## src/design/utlb_pkg.sv

```systemverilog
// ----------------------------------------------------------------------------
// utlb_pkg
// shared types, constants and helpers for the utlb memory-mapped array port
// ----------------------------------------------------------------------------
package utlb_pkg;

    localparam int ENTRIES = 64;
    localparam int IDX_W   = (ENTRIES > 1) ? $clog2(ENTRIES) : 1;
    localparam int CNT_W   = $clog2(ENTRIES + 1);

    localparam int VPN_W  = 22;
    localparam int ASID_W = 8;
    localparam int PPN_W  = 19;
    localparam int DATA_W = 32;
    localparam int CMD_W  = 2;
    localparam int EIDX_W = 6;

    typedef enum logic [CMD_W-1:0] {
        CMD_AA_WRITE  = 2'd0,
        CMD_AA_READ   = 2'd1,
        CMD_DA1_WRITE = 2'd2,
        CMD_DA1_READ  = 2'd3
    } cmd_t;

    typedef enum logic [1:0] {
        ST_IDLE,
        ST_EXEC,
        ST_SCAN,
        ST_DONE
    } state_t;

    typedef struct packed {
        logic [VPN_W-1:0]  vpn;
        logic [ASID_W-1:0] asid;
        logic              valid;
        logic              dirty;
        logic [PPN_W-1:0]  ppn;
        logic [1:0]        size;
        logic [1:0]        prot;
        logic              cacheable;
        logic              shared;
        logic              wt;
    } entry_t;

    typedef struct packed {
        logic             rd_en;
        logic [IDX_W-1:0] rd_addr;
        logic             wr_en;
        logic [IDX_W-1:0] wr_addr;
        entry_t           wr_data;
    } store_req_t;

    // vpn bits kept in the compare for each page size code
    function automatic logic [VPN_W-1:0] vpn_mask(input logic [1:0] size);
        logic [VPN_W-1:0] m;
        case (size)
            2'd0:    m = 22'h3fffff;
            2'd1:    m = 22'h3ffffc;
            2'd2:    m = 22'h3fffc0;
            2'd3:    m = 22'h3ffc00;
            default: m = 22'h3fffff;
        endcase
        return m;
    endfunction

endpackage

```

## src/design/utlb_store.sv

```systemverilog
// ----------------------------------------------------------------------------
// utlb_store
// entry memory with one write and one registered read port, plus per-entry
// valid bits so that unwritten entries read as all zero after reset
// ----------------------------------------------------------------------------
module utlb_store (
    input  logic                clk,
    input  logic                rst_n,
    input  utlb_pkg::store_req_t req,
    output utlb_pkg::entry_t    rd_data
);
    import utlb_pkg::*;

    entry_t               store_mem [ENTRIES];
    logic [ENTRIES-1:0]   written_reg;
    entry_t               rd_data_reg;
    logic                 rd_written_reg;

    always_ff @(posedge clk)
    begin
        if (req.wr_en)
        begin
            store_mem[req.wr_addr] <= req.wr_data;
        end
        if (req.rd_en)
        begin
            rd_data_reg <= store_mem[req.rd_addr];
        end
    end

    always_ff @(posedge clk or negedge rst_n)
    begin
        if (!rst_n)
        begin
            written_reg    <= '0;
            rd_written_reg <= 1'b0;
        end
        else
        begin
            if (req.wr_en)
            begin
                written_reg[req.wr_addr] <= 1'b1;
            end
            if (req.rd_en)
            begin
                rd_written_reg <= written_reg[req.rd_addr];
            end
        end
    end

    // never-written entries read as zero after reset
    assign rd_data = rd_written_reg ? rd_data_reg : '0;

endmodule

```

## src/design/utlb_match.sv

```systemverilog
// ----------------------------------------------------------------------------
// utlb_match
// shared compare unit: vpn under the entry's page-size mask, and asid
// ----------------------------------------------------------------------------
module utlb_match (
    input  utlb_pkg::entry_t                  ent,
    input  logic [utlb_pkg::VPN_W-1:0]        vpn,
    input  logic [utlb_pkg::ASID_W-1:0]       asid,
    output logic                              match
);
    import utlb_pkg::*;

    logic [VPN_W-1:0] keep;

    always_comb
    begin
        keep  = vpn_mask(ent.size);
        match = (((ent.vpn ^ vpn) & keep) == '0) && (ent.asid == asid);
    end

endmodule

```

## src/design/utlb_ctrl.sv

```systemverilog
// ----------------------------------------------------------------------------
// utlb_ctrl
// sequencer: indexed read-modify-write and the in-order associative scan
// ----------------------------------------------------------------------------
module utlb_ctrl (
    input  logic                              clk,
    input  logic                              rst_n,
    input  logic                              start,
    output logic                              busy,
    input  logic [utlb_pkg::CMD_W-1:0]        command,
    input  logic [utlb_pkg::EIDX_W-1:0]       entry_index,
    input  logic                              associative,
    input  logic [utlb_pkg::DATA_W-1:0]       write_data,
    input  logic [utlb_pkg::ASID_W-1:0]       current_asid,
    output utlb_pkg::store_req_t              req,
    input  utlb_pkg::entry_t                  rd_data,
    output logic                              done,
    output logic [utlb_pkg::DATA_W-1:0]       read_data,
    output logic                              hit,
    output logic                              error
);
    import utlb_pkg::*;

    localparam logic [CNT_W-1:0] LAST_CNT = CNT_W'(ENTRIES);

    state_t              state_reg, state_next;
    cmd_t                cmd_reg, cmd_next;
    logic [IDX_W-1:0]    idx_reg, idx_next;
    logic [DATA_W-1:0]   wdata_reg, wdata_next;
    logic [CNT_W-1:0]    issue_cnt_reg, issue_cnt_next;
    logic [IDX_W-1:0]    chk_addr_reg, chk_addr_next;
    logic                chk_vld_reg, chk_vld_next;
    logic [DATA_W-1:0]   rdata_reg, rdata_next;
    logic                hit_reg, hit_next;
    logic                err_reg, err_next;

    cmd_t                cmd_in;
    logic                in_range;
    logic                scan_start;
    logic                ent_match;
    logic                match_hit;
    logic                issue;

    assign cmd_in     = cmd_t'(command);
    assign in_range   = (32'(entry_index) < ENTRIES);
    assign scan_start = (cmd_in == CMD_AA_WRITE) && associative;

    utlb_match u_match (
        .ent   (rd_data),
        .vpn   (wdata_reg[31:10]),
        .asid  (current_asid),
        .match (ent_match)
    );

    assign match_hit = chk_vld_reg && ent_match;
    assign issue     = (issue_cnt_reg < LAST_CNT) && !match_hit;

    // next state
    always_comb
    begin
        state_next = state_reg;
        case (state_reg)
            ST_IDLE:
            begin
                if (start)
                begin
                    if (scan_start)
                    begin
                        state_next = ST_SCAN;
                    end
                    else if ((cmd_in == CMD_DA1_READ) || !in_range)
                    begin
                        state_next = ST_DONE;
                    end
                    else
                    begin
                        state_next = ST_EXEC;
                    end
                end
            end
            ST_EXEC:
            begin
                state_next = ST_DONE;
            end
            ST_SCAN:
            begin
                if (match_hit || (!chk_vld_reg && (issue_cnt_reg == LAST_CNT)))
                begin
                    state_next = ST_DONE;
                end
            end
            ST_DONE:
            begin
                state_next = ST_IDLE;
            end
            default:
            begin
                state_next = ST_IDLE;
            end
        endcase
    end

    // outputs and datapath next values
    always_comb
    begin
        req            = '0;
        cmd_next       = cmd_reg;
        idx_next       = idx_reg;
        wdata_next     = wdata_reg;
        issue_cnt_next = issue_cnt_reg;
        chk_addr_next  = chk_addr_reg;
        chk_vld_next   = chk_vld_reg;
        rdata_next     = rdata_reg;
        hit_next       = hit_reg;
        err_next       = err_reg;
        busy           = 1'b1;
        done           = 1'b0;
        case (state_reg)
            ST_IDLE:
            begin
                busy        = 1'b0;
                req.rd_en   = start;
                req.rd_addr = entry_index[IDX_W-1:0];
                if (start)
                begin
                    cmd_next       = cmd_in;
                    idx_next       = entry_index[IDX_W-1:0];
                    wdata_next     = write_data;
                    issue_cnt_next = '0;
                    chk_vld_next   = 1'b0;
                    rdata_next     = '0;
                    hit_next       = 1'b0;
                    err_next       = (cmd_in == CMD_DA1_READ);
                end
            end
            ST_EXEC:
            begin
                req.wr_addr = idx_reg;
                req.wr_data = rd_data;
                case (cmd_reg)
                    CMD_AA_WRITE:
                    begin
                        req.wr_en         = 1'b1;
                        req.wr_data.vpn   = wdata_reg[31:10];
                        req.wr_data.dirty = wdata_reg[9];
                        req.wr_data.valid = wdata_reg[8];
                        req.wr_data.asid  = wdata_reg[7:0];
                    end
                    CMD_AA_READ:
                    begin
                        rdata_next = {rd_data.vpn, rd_data.dirty, rd_data.valid,
                                      rd_data.asid};
                    end
                    CMD_DA1_WRITE:
                    begin
                        req.wr_en             = 1'b1;
                        req.wr_data.ppn       = wdata_reg[28:10];
                        req.wr_data.valid     = wdata_reg[8];
                        req.wr_data.size      = {wdata_reg[7], wdata_reg[4]};
                        req.wr_data.prot      = wdata_reg[6:5];
                        req.wr_data.cacheable = wdata_reg[3];
                        req.wr_data.dirty     = wdata_reg[2];
                        req.wr_data.shared    = wdata_reg[1];
                        req.wr_data.wt        = wdata_reg[0];
                    end
                    default:
                    begin
                        req.wr_en = 1'b0;
                    end
                endcase
            end
            ST_SCAN:
            begin
                // one read issued and one entry compared per cycle
                req.rd_en     = issue;
                req.rd_addr   = issue_cnt_reg[IDX_W-1:0];
                chk_addr_next = issue_cnt_reg[IDX_W-1:0];
                chk_vld_next  = issue;
                if (issue)
                begin
                    issue_cnt_next = issue_cnt_reg + 1'b1;
                end
                req.wr_addr       = chk_addr_reg;
                req.wr_data       = rd_data;
                req.wr_data.dirty = wdata_reg[9];
                req.wr_data.valid = wdata_reg[8];
                if (match_hit)
                begin
                    req.wr_en = 1'b1;
                    hit_next  = 1'b1;
                end
            end
            ST_DONE:
            begin
                done = 1'b1;
            end
            default:
            begin
                busy = 1'b1;
            end
        endcase
    end

    always_ff @(posedge clk or negedge rst_n)
    begin
        if (!rst_n)
        begin
            state_reg     <= ST_IDLE;
            issue_cnt_reg <= '0;
            chk_vld_reg   <= 1'b0;
        end
        else
        begin
            state_reg     <= state_next;
            issue_cnt_reg <= issue_cnt_next;
            chk_vld_reg   <= chk_vld_next;
        end
    end

    always_ff @(posedge clk)
    begin
        cmd_reg      <= cmd_next;
        idx_reg      <= idx_next;
        wdata_reg    <= wdata_next;
        chk_addr_reg <= chk_addr_next;
        rdata_reg    <= rdata_next;
        hit_reg      <= hit_next;
        err_reg      <= err_next;
    end

    assign read_data = rdata_reg;
    assign hit       = hit_reg;
    assign error     = err_reg;

endmodule

```

## src/design/utlb_mapped_array_access.sv

```systemverilog
// ----------------------------------------------------------------------------
// utlb_mapped_array_access
// memory-mapped address array / data array 1 port of a unified tlb
// ----------------------------------------------------------------------------
//
//  channel   handshake          payload
//  -------   ---------          -------
//  input     start & !busy      command, entry_index, associative, write_data
//  result    done (one cycle)   read_data, hit, error
//  config    cfg_we             cfg_wdata (current asid)
//
//  indexed accesses go from accept to done through memory read, modify
//  and write back, and result
//  an associative write scans the entry memory one entry per cycle through
//  one compare unit, in index order, and stops at the first matching entry
//  a data array 1 read or an out-of-range index skips modify and write back
//  reset clears the entries at once through per-entry valid bits
//  results cannot be stalled: done is high for exactly one cycle per item
//
module utlb_mapped_array_access (
    input  logic                              clk,
    input  logic                              rst_n,
    input  logic                              start,
    output logic                              busy,
    input  logic [utlb_pkg::CMD_W-1:0]        command,
    input  logic [utlb_pkg::EIDX_W-1:0]       entry_index,
    input  logic                              associative,
    input  logic [utlb_pkg::DATA_W-1:0]       write_data,
    output logic                              done,
    output logic [utlb_pkg::DATA_W-1:0]       read_data,
    output logic                              hit,
    output logic                              error,
    input  logic                              cfg_we,
    input  logic [utlb_pkg::ASID_W-1:0]       cfg_wdata
);
    import utlb_pkg::*;

    // asid used by associative writes
    logic [ASID_W-1:0] asid_reg;
    logic [ASID_W-1:0] asid_next;

    store_req_t        req;
    entry_t            rd_data;

    assign asid_next = cfg_we ? cfg_wdata : asid_reg;

    always_ff @(posedge clk or negedge rst_n)
    begin
        if (!rst_n)
        begin
            asid_reg <= '0;
        end
        else
        begin
            asid_reg <= asid_next;
        end
    end

    // entry memory, cleared through valid bits
    utlb_store u_store (
        .clk     (clk),
        .rst_n   (rst_n),
        .req     (req),
        .rd_data (rd_data)
    );

    // sequencer with the shared compare unit
    utlb_ctrl u_ctrl (
        .clk          (clk),
        .rst_n        (rst_n),
        .start        (start),
        .busy         (busy),
        .command      (command),
        .entry_index  (entry_index),
        .associative  (associative),
        .write_data   (write_data),
        .current_asid (asid_reg),
        .req          (req),
        .rd_data      (rd_data),
        .done         (done),
        .read_data    (read_data),
        .hit          (hit),
        .error        (error)
    );

endmodule
```

## config.mk

```make
export PLATFORM = sky130hd
export DESIGN_NAME = utlb_mapped_array_access
export DESIGN_NICKNAME = d
export VERILOG_FILES = /design/src/design/utlb_pkg.sv /design/src/design/utlb_store.sv /design/src/design/utlb_match.sv /design/src/design/utlb_ctrl.sv /design/src/design/utlb_mapped_array_access.sv
export SDC_FILE = /design/constraint.sdc
export NUM_CORES = 2
export LEC_CHECK = 0
export ABC_CLOCK_PERIOD_IN_PS = 9330
export BUFFER_PORTS_ARGS = -buffer_cell sky130_fd_sc_hd__buf_2
export CAP_MARGIN = 5
export CORE_UTILIZATION = 50
export CTS_CLUSTER_SIZE = 14
export DETAILED_ROUTE_END_ITERATION = 10
export GPL_ROUTABILITY_DRIVEN = 0
export PLACE_DENSITY = 0.68
export SLEW_MARGIN = 20
export SYNTH_ARGS = -nofsm -noshare
export SYNTH_HDL_FRONTEND = slang
export SYNTH_SLANG_ARGS = --single-unit
```

## constraint.sdc

```tcl
create_clock -name clk -period 9.33 [get_ports clk]
set_input_delay 0.933 -clock clk [delete_from_list [all_inputs] [get_ports clk]]
set_output_delay 0.933 -clock clk [all_outputs]
set_load 0.02 [all_outputs]
```

==> summary.md <==
| Metric | Value |
|---|---|
| Status | `completed` |
| WL met3 | `around 26000 µm` |
| Clock latency on the worst-skew pair | `approximately 0.85 ns` |
| Wl on met1 | `between 90000 and 100000 µm` |
| Top sig layer | `met5` |
| Vias in the first global route | `between 40000 and 50000` |
| Sequential share of the synthesized area | `between 70% and 80%` |
| Pwr per Cell Area | `approximately 280 mW/mm²` |
| H-tree Lvls | `4` |
| Largest net degree at the start of global routing | `135` |
| Synth async-reset ratio | `3.50%` |
| Final WL | `roughly 250000 µm` |
| Buffers added on ports | `88` |
| Max reg flops | `roughly 2200` |
| Setup Crit Path Kind | `flop to flop` |
| Number of synthesized flops with an enable pin | `2290` |
| Final Max Slew Viols | `0` |
| Area after DPL | `just under 0.1 mm²` |
| Count of max-cap constraint violations | `0` |
| Die X | `432 µm` |
| I/O pin cnt | `just under 90` |
| Reg2reg setup slack | `3.98 ns` |
| Row count | `157` |
| RSZ-0062 raised after global routing | `false` |
| Synth Flop Type | `edfxtp_1` |
| Area of the multi-input gates | `between 0.02 and 0.025 mm²` |
| Total congestion overflow | `0` |
| All-Layer GR Usage | `between 20% and 30%` |
| Synth Area in XOR/XNOR | `less than 1%` |
| Hold slack | `0.255 ns` |
| Syn Inst Count | `~4800` |
| Initial antenna violation count | `18` |
| Startpoint Class | `flop` |
| CTS root buf | `clkbuf_16` |
| Synth Net Count | `about 4800` |
| Synthesis-stage register bit count | `2373` |
| Final period util | `a little under three fifths` |
| Final Hold Fails | `0` |
| Crit Path Max Fanout | `82` |
| Peak Freq | `around 0.19 GHz` |
| Synthesized-area fraction occupied by adder cells | `less than 1%` |
| Antenna viol nets, final | `0` |
| Yosys cell types | `65` |
| Layout cell share with drive strength beyond 1 | `24.9%` |
| Wirelength per Cell | `around 33 µm` |
| Mean area per synthesized cell | `roughly 19 µm²` |
| WP data required | `approximately 9.9 ns` |
| Setup Skew | `0.0363 ns` |
| Core area | `about 0.18 mm²` |
| Drt drc | `0` |
| Bufs on Longest Clock Path | `3` |
| Clock sinks | `around 2400` |
| Pre-antenna DRT Iters | `6` |
| Metal2 WL | `around 120000 µm` |
| Syn Std Cell Area | `roughly 0.093 mm²` |
| Final setup violation count | `0` |
| Die Area | `between 0.15 and 0.2 mm²` |
| Area leader, netlist | `edfxtp_1` |
| Cell total after placement | `~7200` |
| Final core occ | `56.7%` |
| Reg area | `between 0.07 and 0.08 mm²` |
| Setup TNS | `0 ns` |
| Most common cell after layout, fill and taps aside | `edfxtp_1` |
| DR vias/cell | `between 6 and 7` |
| CTS tree | `done` |
| Slew HR | `approximately 15%` |
| Largest cells by area after synthesis | `edfxtp_1, mux4_2, nand2_1` |
| Finished Cell Area | `about 0.10 mm²` |
| Overall die height | `roughly 430 µm` |
| Fillers | `13600` |
| Synth Area in Compound Gates | `slightly above 3%` |
| Post-synth top area share | `74.3%` |
| VDD IR max | `roughly 230 µV` |
| Layout area overhead | `12.5%` |
| Synth warnings | `0` |
| Hold Path Class | `input port to flop` |
| Worst slew pin tran | `1.26 ns` |
| Wire length of the first global-routing pass | `350000 µm` |
| Hpwl dp | `about 140000 µm` |
| Postcts setup bufs | `0` |
| Leakage | `around 33 nW` |
| Leading cell types in the layout, fill and taps excluded | `edfxtp_1, nand2_1, mux4_2` |
| Initial DRC Count | `6542` |
| Via count | `approximately 49000` |
| Non-Filler Instances | `7637` |
| Clk slew on worst S/H paths | `around 0.060 ns` |
| Number of clock buffers inserted by TritonCTS | `~220` |
| Initial Util | `50.4%` |
| Final nets | `approximately 5000` |
| CP endpoint kind | `flop` |
| Simple-Gate Fraction of Synth Area | `about 5.5%` |
| Post-layout min period | `5.35 ns` |
| Largest family of logic cells by synthesized area | `multiplexers` |
| Worst Path Arrival | `around 5.9 ns` |
| Multiplexer share of the synthesized area | `a little over an eighth` |
[worst max-delay path, cell delays in order, from the launching register on]
cell	delay, ns
dfrtp_1	0.41
inv_1	0.11
ha_1	0.62
a22o_4	0.82
buf_12	0.60
buf_4	0.65
mux4_2	0.57
nand2_1	0.09
nand3_1	0.10
a31oi_1	0.77
a21oi_1	0.16
[layer usage]
metal | GRT usage (%) | vias up
li1 | - | 19800
met1 | 35.7 | 25800
met2 | 41.7 | 2904
met3 | 6.12 | 440
met4 | 12.3 | 2
met5 | 0 | -
[metrics by stage]
step,power [W],setup slack [ns]
finish,0.0293,3.98
global route,0.0301,3.62
CTS,0.0293,3.99
detailed placement,0.0207,4.01
global placement,0.0206,3.79
floorplan,0.0177,4.01
[cells in the mapped netlist (4+ instances only)]
cell type	n
edfxtp_1	2290
nand2_1	664
mux4_2	544
nand3_1	190
clkbuf_1	178
and3_1	115
a311oi_1	102
nor2_1	101
dfrtp_1	83
buf_1	57
buf_2	55
a31o_2	47
a21oi_1	45
a22oi_1	45
a31oi_1	39
nor3_1	31
inv_1	24
o21bai_1	19
nor2b_1	18
o21ai_0	18
nand2b_1	14
a22o_1	9
mux2_2	7
ha_1	6
o211ai_1	6
xnor2_1	6
a32oi_1	5
nor4_1	4
nor4bb_1	4
o41ai_1	4
[worst paths after layout]
kind / cells past startpoint / endpoint / start
worst max-delay path: 10 / u_store.rd_data_reg[39] / u_ctrl.state_reg[0]
worst min-delay path: 1 / u_ctrl.wdata_reg[8] / write_data[8]
worst max register to register: 10 / u_store.rd_data_reg[39] / u_ctrl.state_reg[0]
worst min register to register: 1 / u_store.written_reg[11] / u_store.written_reg[11]
max in group asynchronous: 3 / u_store.written_reg[57] / rst_n
min in group asynchronous: 2 / u_ctrl.state_reg[0] / rst_n
[layout make-up]
| type | count | area share [%] |
|---|---|---|
| Clock buffer | 293 | 5.79 |
| Inverter | 24 | 0.0902 |
| Tap cell | 2464 | 2.96 |
| Sequential cell | 2373 | 68.1 |
| Multi-Input combinational cell | 2097 | 20.4 |
| Antenna cell | 13 | 0.0313 |
| Clock inverter | 127 | 0.891 |
| Timing Repair Buffer | 246 | 1.78 |
[cells by family (layout without fill, tap and decap cells)]
family          count (synthesis)  in the layout
flops                        2373           2373
simple gates                 1157           1157
mux                           552            552
compound gates                375            375
buf+inv                       317            690
xor+xnor                        7              7
fa+ha+maj                       6              6
other cells                     0             13
[power by group]
part	total (W)	internal, W	switching (W)
combinational	0.00738	0.00240	0.00497
clock	0.00874	0.00488	0.00386
sequential	0.0132	0.0128	0.000384
total	0.0293	0.0201	0.00922
[repair_timing]
item / in CTS / in global routing
gates resized for setup: 0 / 0
endpoints found under the hold margin: 11 / 0
hold buffers: 1 / 0
(Power assumes the default switching activity.)
